`src/hw/rtl/pfact_pkg.sv`:
```
// Shared constants for the prime factorizer: field widths, result limit and
// the first trial divisors of the 6k-1 / 6k+1 candidate walk.
// No dependencies.
package pfact_pkg;

    // Default width of the signed input word.
    localparam int VALUE_WIDTH_DEF = 32;

    // Widths of the result word fields.
    localparam int PRIME_WIDTH = 31;
    localparam int EXP_WIDTH   = 5;

    // Largest number of result words for one input word.
    localparam int MAX_RESULTS = 9;

    // Trial divisors: 2, 3, then 5 and every 6k-1 / 6k+1 after it.
    localparam int CAND_FIRST  = 2;
    localparam int CAND_SECOND = 3;
    localparam int CAND_THIRD  = 5;
    localparam int STEP_SHORT  = 2;
    localparam int STEP_LONG   = 4;

endpackage

```
`src/hw/rtl/prime_factorizer.sv`:
```
// Prime factorizer by trial division with one shared restoring divider.
// Depends on pfact_pkg for field widths, the result limit and candidate constants.
//
// One input word is taken while the block is idle. A value of 1 or less (or
// negative) gives one word marked empty. Otherwise the block gives the
// prime factors in ascending order as (prime, exponent) words, the last one
// marked, each carrying whether the input itself is prime. The candidates
// 2, 3, 5, 7, 11, 13, ... are tried in turn by one restoring divider that
// produces one quotient bit per cycle, so each trial division runs through
// a load, one divide step per magnitude bit and an evaluation, plus a
// record step for each factor found. The walk ends once the quotient
// drops below the candidate, so an input n takes about m / 3 trials, where
// m is the larger of the second largest prime factor of n and the square
// root of the largest one (the largest itself when it repeats, the square
// root of n when n is prime): roughly 15,500 trials for a prime near 2^31.
// The divider is the only arithmetic unit; a finished word waits in the
// output register while the block keeps working, and the block stalls
// only when it must hand over a new word before the previous one is taken.
module prime_factorizer
    import pfact_pkg::*;
#(
    parameter int VALUE_WIDTH = VALUE_WIDTH_DEF
) (
    input  logic                          i_clk,
    input  logic                          i_rst_n,
    input  logic                          i_in_valid,
    output logic                          o_in_ready,
    input  logic signed [VALUE_WIDTH-1:0] i_value,
    output logic                          o_out_valid,
    input  logic                          i_out_ready,
    output logic [PRIME_WIDTH-1:0]        o_prime_factor,
    output logic [EXP_WIDTH-1:0]          o_exponent,
    output logic                          o_empty_res,
    output logic                          o_input_is_prime,
    output logic                          o_last
);

    // Magnitude width, candidate width (holds a little beyond the square
    // root of the largest magnitude), divide step counter, result counter.
    localparam int NW   = VALUE_WIDTH - 1;
    localparam int CW   = (NW + 1) / 2 + 1;
    localparam int BW   = $clog2(NW);
    localparam int CNTW = $clog2(MAX_RESULTS);

    // Sequencer states.
    localparam logic [2:0] S_IDLE  = 3'd0;
    localparam logic [2:0] S_EMPTY = 3'd1;
    localparam logic [2:0] S_START = 3'd2;
    localparam logic [2:0] S_DIV   = 3'd3;
    localparam logic [2:0] S_EVAL  = 3'd4;
    localparam logic [2:0] S_REC   = 3'd5;
    localparam logic [2:0] S_FINAL = 3'd6;

    logic [2:0]           r_state, n_state;
    logic [NW-1:0]        r_n, n_n;
    logic [NW-1:0]        r_orig, n_orig;
    logic [CW-1:0]        r_cand, n_cand;
    logic                 r_step4, n_step4;
    logic [EXP_WIDTH-1:0] r_exp, n_exp;
    logic                 r_hit, n_hit;
    logic                 r_stop, n_stop;
    logic                 r_tail, n_tail;
    logic [CNTW-1:0]      r_cnt, n_cnt;
    logic                 r_pvalid, n_pvalid;
    logic [NW-1:0]        r_pprime, n_pprime;
    logic [EXP_WIDTH-1:0] r_pexp, n_pexp;
    logic [NW-1:0]        r_quo, n_quo;
    logic [CW-1:0]        r_rem, n_rem;
    logic [BW-1:0]        r_bit, n_bit;

    logic                 r_out_valid, n_out_valid;
    logic [NW-1:0]        r_out_prime, n_out_prime;
    logic [EXP_WIDTH-1:0] r_out_exp, n_out_exp;
    logic                 r_out_empty, n_out_empty;
    logic                 r_out_isprime, n_out_isprime;
    logic                 r_out_last, n_out_last;

    logic                 in_bad;
    logic                 out_free;
    logic [CW:0]          rem_sh;
    logic                 rem_ge;
    logic [CW:0]          rem_sub;
    logic [CW-1:0]        cand_next;
    logic                 step4_next;
    logic                 quo_lt_cand;
    logic [NW-1:0]        rec_prime;
    logic [EXP_WIDTH-1:0] rec_exp;
    logic                 run_full;

    assign o_in_ready = (r_state == S_IDLE);
    assign out_free   = !r_out_valid || i_out_ready;

    // Negative values, zero and one have no factors.
    assign in_bad = i_value[VALUE_WIDTH-1] || (i_value[NW-1:0] <= NW'(1));

    // One restoring divide step: shift in the next dividend bit, subtract
    // the candidate when it fits.
    assign rem_sh  = {r_rem, r_quo[NW-1]};
    assign rem_ge  = (rem_sh >= {1'b0, r_cand});
    assign rem_sub = rem_sh - {1'b0, r_cand};

    // Quotient below the candidate means candidate squared exceeds the cofactor.
    assign quo_lt_cand = (r_quo < NW'(r_cand));

    // Next trial divisor: 2, 3, 5, then alternately plus two and plus four.
    always_comb begin
        if (r_cand == CW'(CAND_FIRST)) begin
            cand_next  = CW'(CAND_SECOND);
            step4_next = 1'b0;
        end else if (r_cand == CW'(CAND_SECOND)) begin
            cand_next  = CW'(CAND_THIRD);
            step4_next = 1'b0;
        end else begin
            cand_next  = r_cand + (r_step4 ? CW'(STEP_LONG) : CW'(STEP_SHORT));
            step4_next = !r_step4;
        end
    end

    // Factor to record: the finished candidate, or the leftover cofactor.
    assign rec_prime = r_tail ? r_n : NW'(r_cand);
    assign rec_exp   = r_tail ? EXP_WIDTH'(1) : r_exp;
    assign run_full  = r_pvalid && (r_cnt == CNTW'(MAX_RESULTS - 2));

    // Sequencer.
    always_comb begin
        n_state       = r_state;
        n_n           = r_n;
        n_orig        = r_orig;
        n_cand        = r_cand;
        n_step4       = r_step4;
        n_exp         = r_exp;
        n_hit         = r_hit;
        n_stop        = r_stop;
        n_tail        = r_tail;
        n_cnt         = r_cnt;
        n_pvalid      = r_pvalid;
        n_pprime      = r_pprime;
        n_pexp        = r_pexp;
        n_quo         = r_quo;
        n_rem         = r_rem;
        n_bit         = r_bit;
        n_out_valid   = r_out_valid && !i_out_ready;
        n_out_prime   = r_out_prime;
        n_out_exp     = r_out_exp;
        n_out_empty   = r_out_empty;
        n_out_isprime = r_out_isprime;
        n_out_last    = r_out_last;

        unique case (r_state)
            S_IDLE: begin
                if (i_in_valid) begin
                    n_n      = i_value[NW-1:0];
                    n_orig   = i_value[NW-1:0];
                    n_cand   = CW'(CAND_FIRST);
                    n_step4  = 1'b0;
                    n_exp    = '0;
                    n_hit    = 1'b0;
                    n_stop   = 1'b0;
                    n_tail   = 1'b0;
                    n_cnt    = '0;
                    n_pvalid = 1'b0;
                    n_state  = in_bad ? S_EMPTY : S_START;
                end
            end
            S_EMPTY: begin
                if (out_free) begin
                    n_out_valid   = 1'b1;
                    n_out_prime   = '0;
                    n_out_exp     = '0;
                    n_out_empty   = 1'b1;
                    n_out_isprime = 1'b0;
                    n_out_last    = 1'b1;
                    n_state       = S_IDLE;
                end
            end
            S_START: begin
                n_quo   = r_n;
                n_rem   = '0;
                n_bit   = '0;
                n_state = S_DIV;
            end
            S_DIV: begin
                n_quo = {r_quo[NW-2:0], rem_ge};
                n_rem = rem_ge ? rem_sub[CW-1:0] : rem_sh[CW-1:0];
                n_bit = r_bit + BW'(1);
                if (r_bit == BW'(NW - 1)) begin
                    n_state = S_EVAL;
                end
            end
            S_EVAL: begin
                if (r_rem == '0) begin
                    // Candidate divides: keep the quotient and try it again.
                    n_n     = r_quo;
                    n_exp   = r_exp + EXP_WIDTH'(1);
                    n_hit   = 1'b1;
                    n_state = S_START;
                end else if (r_hit) begin
                    n_stop  = quo_lt_cand;
                    n_state = S_REC;
                end else if (quo_lt_cand) begin
                    if (r_n > NW'(1)) begin
                        n_tail  = 1'b1;
                        n_state = S_REC;
                    end else begin
                        n_state = S_FINAL;
                    end
                end else begin
                    n_cand  = cand_next;
                    n_step4 = step4_next;
                    n_state = S_START;
                end
            end
            S_REC: begin
                if (!r_pvalid || out_free) begin
                    // Hand the held factor on; it is not the last one.
                    if (r_pvalid) begin
                        n_out_valid   = 1'b1;
                        n_out_prime   = r_pprime;
                        n_out_exp     = r_pexp;
                        n_out_empty   = 1'b0;
                        n_out_isprime = 1'b0;
                        n_out_last    = 1'b0;
                        n_cnt         = r_cnt + CNTW'(1);
                    end
                    n_pvalid = 1'b1;
                    n_pprime = rec_prime;
                    n_pexp   = rec_exp;
                    n_exp    = '0;
                    n_hit    = 1'b0;
                    if (run_full || r_tail) begin
                        n_state = S_FINAL;
                    end else if (r_stop) begin
                        if (r_n > NW'(1)) begin
                            n_tail  = 1'b1;
                            n_state = S_REC;
                        end else begin
                            n_state = S_FINAL;
                        end
                    end else begin
                        n_cand  = cand_next;
                        n_step4 = step4_next;
                        n_state = S_START;
                    end
                end
            end
            S_FINAL: begin
                if (out_free) begin
                    n_out_valid   = 1'b1;
                    n_out_prime   = r_pprime;
                    n_out_exp     = r_pexp;
                    n_out_empty   = 1'b0;
                    n_out_isprime = (r_cnt == '0) && (r_pexp == EXP_WIDTH'(1))
                                    && (r_pprime == r_orig);
                    n_out_last    = 1'b1;
                    n_pvalid      = 1'b0;
                    n_state       = S_IDLE;
                end
            end
            default: begin
                n_state = S_IDLE;
            end
        endcase
    end

    // Control registers.
    always_ff @(posedge i_clk) begin
        if (!i_rst_n) begin
            r_state     <= S_IDLE;
            r_out_valid <= 1'b0;
            r_pvalid    <= 1'b0;
            r_cnt       <= '0;
            r_hit       <= 1'b0;
            r_stop      <= 1'b0;
            r_tail      <= 1'b0;
            r_step4     <= 1'b0;
            r_bit       <= '0;
        end else begin
            r_state     <= n_state;
            r_out_valid <= n_out_valid;
            r_pvalid    <= n_pvalid;
            r_cnt       <= n_cnt;
            r_hit       <= n_hit;
            r_stop      <= n_stop;
            r_tail      <= n_tail;
            r_step4     <= n_step4;
            r_bit       <= n_bit;
        end
    end

    // Datapath registers.
    always_ff @(posedge i_clk) begin
        r_n           <= n_n;
        r_orig        <= n_orig;
        r_cand        <= n_cand;
        r_exp         <= n_exp;
        r_pprime      <= n_pprime;
        r_pexp        <= n_pexp;
        r_quo         <= n_quo;
        r_rem         <= n_rem;
        r_out_prime   <= n_out_prime;
        r_out_exp     <= n_out_exp;
        r_out_empty   <= n_out_empty;
        r_out_isprime <= n_out_isprime;
        r_out_last    <= n_out_last;
    end

    // Output word.
    assign o_out_valid      = r_out_valid;
    assign o_prime_factor   = PRIME_WIDTH'(r_out_prime);
    assign o_exponent       = r_out_exp;
    assign o_empty_res      = r_out_empty;
    assign o_input_is_prime = r_out_isprime;
    assign o_last           = r_out_last;

endmodule
```
`config.mk`:
```
export PLATFORM = sky130hd
export DESIGN_NAME = prime_factorizer
export DESIGN_NICKNAME = d
export VERILOG_FILES = /design/src/hw/rtl/pfact_pkg.sv /design/src/hw/rtl/prime_factorizer.sv
export SDC_FILE = /design/constraint.sdc
export NUM_CORES = 1
export LEC_CHECK = 0
export BUFFER_PORTS_ARGS = -buffer_cell sky130_fd_sc_hd__buf_2
export CORE_ASPECT_RATIO = 0.9
export CORE_UTILIZATION = 55
export CTS_CLUSTER_DIAMETER = 150
export DETAILED_ROUTE_END_ITERATION = 10
export GPL_ROUTABILITY_DRIVEN = 0
export PLACE_DENSITY = 0.77
export SLEW_MARGIN = 20
export SYNTH_ARGS = -nofsm -noshare
export SYNTH_HDL_FRONTEND = slang
export SYNTH_SLANG_ARGS = --single-unit
```
`constraint.sdc`:
```
create_clock -name i_clk -period 3.35 [get_ports i_clk]
set_input_delay 0 -clock i_clk [delete_from_list [all_inputs] [get_ports i_clk]]
set_output_delay 0 -clock i_clk [all_outputs]
set_load 0.02 [all_outputs]
```
==> reports/summary.txt <==
===========================================================================================
Setup crit start kind ........................................................         flop
Worst endpoint data arrival time .............................................      3.31 ns
Dpl ws .......................................................................     0.412 ns
Post-synthesis cell count ....................................................         1050
Insertion delay to the later sink of the worst-skew pair .....................      0.51 ns
Via density per instance .....................................................         6.09
# Max-Cap Violations .........................................................            0
Final design instance area without fill ......................................    13100 um2
Maximum number of pins on one net before global-route repair .................           54
IO Pins ......................................................................           77
Crit share post-route ........................................................        91.3%
Worst Max-Slew Pin Slew ......................................................     0.776 ns
Warnings, synthesis ..........................................................            0
Largest fanout on the critical path ..........................................           17
Number of design-rule violations left by the first detailed-router iteration .         1120
Fin. Hold Viols ..............................................................            0
Final antenna-violating net count ............................................            0
Share of final-layout standard cells stronger than drive strength 1 ..........        12.8%
Buffers from clock root to sink, at most .....................................            3
Library cell occupying the most area in the post-synthesis netlist ........... sky130_fd_sc_hd__edfxtp_1
Synth Cell Area ..............................................................    11300 um2
Primary flip-flop cell chosen by synthesis mapping ........................... sky130_fd_sc_hd__edfxtp_1
TritonRoute pass-1 iters .....................................................            6
Level count of the clock H-tree ..............................................            1
Estimated wirelength of the detail-placed design .............................     20100 um
I/O Buffers ..................................................................           76
Leakage power ................................................................      5.04 nW
Resized Gates After CTS ......................................................            0
Total Die Area ...............................................................    21100 um2
Hold Startpoint ..............................................................   i_value[7]
Filler cell count ............................................................         1458
Kind of end point of the critical path .......................................         flop
Async SR Flop Fraction .......................................................           0%
Overall global routing resource usage ........................................        28.4%
Count of buffers added by post-CTS timing repair for setup ...................            0
TritonCTS buffer count .......................................................           24
Beginning of the critical path ...............................................   r_cand[16]
EDFF count, synth ............................................................          207
Congestion Overflow GR .......................................................            0
Post-synthesis sequential element count ......................................          225
Status ....................................................................... finished clean
Net count reported at finish .................................................         1247
Count of unique library cells instantiated by Yosys ..........................           72
Standard cell area after detailed placement ..................................    12000 um2
Number of nets in the synthesized netlist ....................................         1128
Ant. Diodes ..................................................................            0
Ratio of total power to cell area ............................................   651 nW/um2
Hold Crit Class ..............................................................    in -> reg
# DRC ........................................................................            0
Most used cells in the layout excluding fill and tap cells ................... 260 x sky130_fd_sc_hd__nand2_1, 207 x sky130_fd_sc_hd__edfxtp_1, 76 x sky130_fd_sc_hd__buf_2, 56 x sky130_fd_sc_hd__nor2_1, 55 x sky130_fd_sc_hd__and2_1
Number of core rows ..........................................................           49
Share of Yosys cell area claimed by the top area cell type ...................        55.1%
Synthesized area per cell ....................................................     10.7 um2
Wire per inst ................................................................      20.6 um
Clock net sink count .........................................................          225
Crit path required time ......................................................      3.60 ns
IR drop worst, VDD ...........................................................   0.000495 V
Most common library cell in the layout ignoring fill and taps ................ sky130_fd_sc_hd__nand2_1
Fin worst setup slack ........................................................     0.291 ns
Portion of the post-synthesis area used by sequential elements ...............        58.3%
Clock tree root driver cell .................................................. sky130_fd_sc_hd__clkbuf_16
Setup violations, final ......................................................            0
Number of global-route vias before repair ....................................         8016
Kind of critical path ........................................................   reg -> reg
Number of vias after detailed routing ........................................         8783
Maximum achievable frequency .................................................    0.327 GHz
Layout Area Growth over Synthesis ............................................        16.4%
CTS tree .....................................................................          yes
Unrepaired setup endpoints after global routing ..............................           no
Number of antenna violations at the first check in global routing ............            0
Std-Cell Core Area ...........................................................    20000 um2
Total design power ...........................................................      8.54 mW
Die boundary height ..........................................................       138 um
Global-route wire length before repair .......................................     45100 um
WL final .....................................................................     29800 um
Setup_tns ....................................................................         0 ns
Min Tclk post-route ..........................................................      3.06 ns
Hold-fix buffer count after cts ..............................................           35
Synth area leaders ........................................................... sky130_fd_sc_hd__edfxtp_1 55%, sky130_fd_sc_hd__nand2_1 8.7%, sky130_fd_sc_hd__ha_1 4.4%, sky130_fd_sc_hd__dfxtp_1 3.2%, sky130_fd_sc_hd__and2_1 3.1%
Headroom to the max-slew limit ...............................................        48.2%
Startpoint of the lowest-slack register-to-register path .....................   r_cand[16]
Final setup skew .............................................................    0.0120 ns
Worst hold slack after final layout ..........................................     0.256 ns
Initial Utilization ..........................................................        56.2%
Clk pin slew, worst setup/hold paths .........................................      0.06 ns
Horiz. Die Dim ...............................................................       153 um
Max Transition Viols Final ...................................................            0
===========================================================================================
worst max-delay path, cell delays in order, from the launching register on:
cell                       delay (ns)
sky130_fd_sc_hd__edfxtp_1        0.36
sky130_fd_sc_hd__inv_1           0.10
sky130_fd_sc_hd__ha_1            0.22
sky130_fd_sc_hd__nor4_1          0.40
sky130_fd_sc_hd__nand4_1         0.14
sky130_fd_sc_hd__nor4_1          0.40
sky130_fd_sc_hd__o21ai_0         0.33
sky130_fd_sc_hd__a21o_1          0.28
sky130_fd_sc_hd__o21ai_0         0.22
sky130_fd_sc_hd__a21oi_1         0.11
sky130_fd_sc_hd__buf_4           0.23
final timing paths:
check / endpoint / slack, ns / cells past startpoint
setup reg to reg: r_cand[7] / 0.29 / 10
hold reg to reg: r_cnt[3] / 0.50 / 1
hold / removal: r_orig[7] / 0.26 / 2
setup / recovery: r_cand[7] / 0.29 / 10
flip-flops by register name (all words and copies together), names as in the netlist, 3 cells and up:
signal / cells
r_cnt: 4
r_rem: 17
r_pprime: 31
r_quo: 31
r_pexp: 5
r_exp: 5
r_bit: 5
r_state: 3
o_prime_factor: 31
r_cand: 17
r_n: 31
r_orig: 31
o_exponent: 5
cell type report:
class                   count  area [um2]  area share [%]
flip-flops and latches    225        6580            50.1
multi-input cells         753        4420            33.7
clock inverters            16         159            1.21
repair buffers            128         871            6.64
inverters                  37         139            1.06
well taps                 255         319            2.43
clock buffers              28         637            4.85
synth_stat cells, types with 4 or more instances:
library cell	n
sky130_fd_sc_hd__nor2b_1	11
sky130_fd_sc_hd__a21oi_1	47
sky130_fd_sc_hd__nor4_1	38
sky130_fd_sc_hd__o22ai_1	4
sky130_fd_sc_hd__o211ai_1	4
sky130_fd_sc_hd__xnor2_1	22
sky130_fd_sc_hd__nand4_1	19
sky130_fd_sc_hd__clkbuf_1	26
sky130_fd_sc_hd__nand2_1	260
sky130_fd_sc_hd__a211oi_1	8
sky130_fd_sc_hd__nor2_1	57
sky130_fd_sc_hd__dfxtp_1	18
sky130_fd_sc_hd__o21ai_0	39
sky130_fd_sc_hd__nand3_1	15
sky130_fd_sc_hd__nor3_1	17
sky130_fd_sc_hd__a21o_1	7
sky130_fd_sc_hd__and2_1	55
sky130_fd_sc_hd__edfxtp_1	207
sky130_fd_sc_hd__xor2_1	36
sky130_fd_sc_hd__ha_1	40
sky130_fd_sc_hd__o31ai_1	4
sky130_fd_sc_hd__buf_1	4
sky130_fd_sc_hd__nand2b_1	6
sky130_fd_sc_hd__inv_1	35
per-layer routing:
layer  part of all wire (%)  vias up  track usage, %  routed length (um)
met5                      0        -               0                   0
met4                    2.8        0            9.03                 835
met3                     12       67            5.13                3560
met2                     43      593            42.8               12900
met1                     42     4135            41.7               12500
li1                       -     3988               -                   -
cell families (layout without fill, tap and decap cells):
group                    count (synthesis)  after routing  synth area share, %
AND/OR/NAND/NOR                        500            500                 20.8
flip-flops                             225            225                 58.3
AO/OA/AOI/OAI                          150            150                 8.66
buffers and inverters                   72            209                 2.66
XOR/XNOR                                58             58                 4.51
adder cells (fa/ha/maj)                 42             42                 4.79
multiplexers                             3              3                0.266
report_power, final:
| part | total (mW) | switching, mW | internal [mW] | leakage [nW] |
|---|---|---|---|---|
| clock network | 2.70 | 1.10 | 1.60 | 0.391 |
| logic | 1.98 | 1.30 | 0.673 | 2.56 |
| registers | 3.87 | 0.283 | 3.59 | 2.09 |
stage by stage:
stage,utilization (%),cells
after CTS,65.5,1442
after floorplan,-,1050
final,65.5,1442
after global routing,65.5,1442
after detailed placement,59.7,1363
after global placement,59.7,1363
Note: power is estimated with default switching activity, not from simulation.
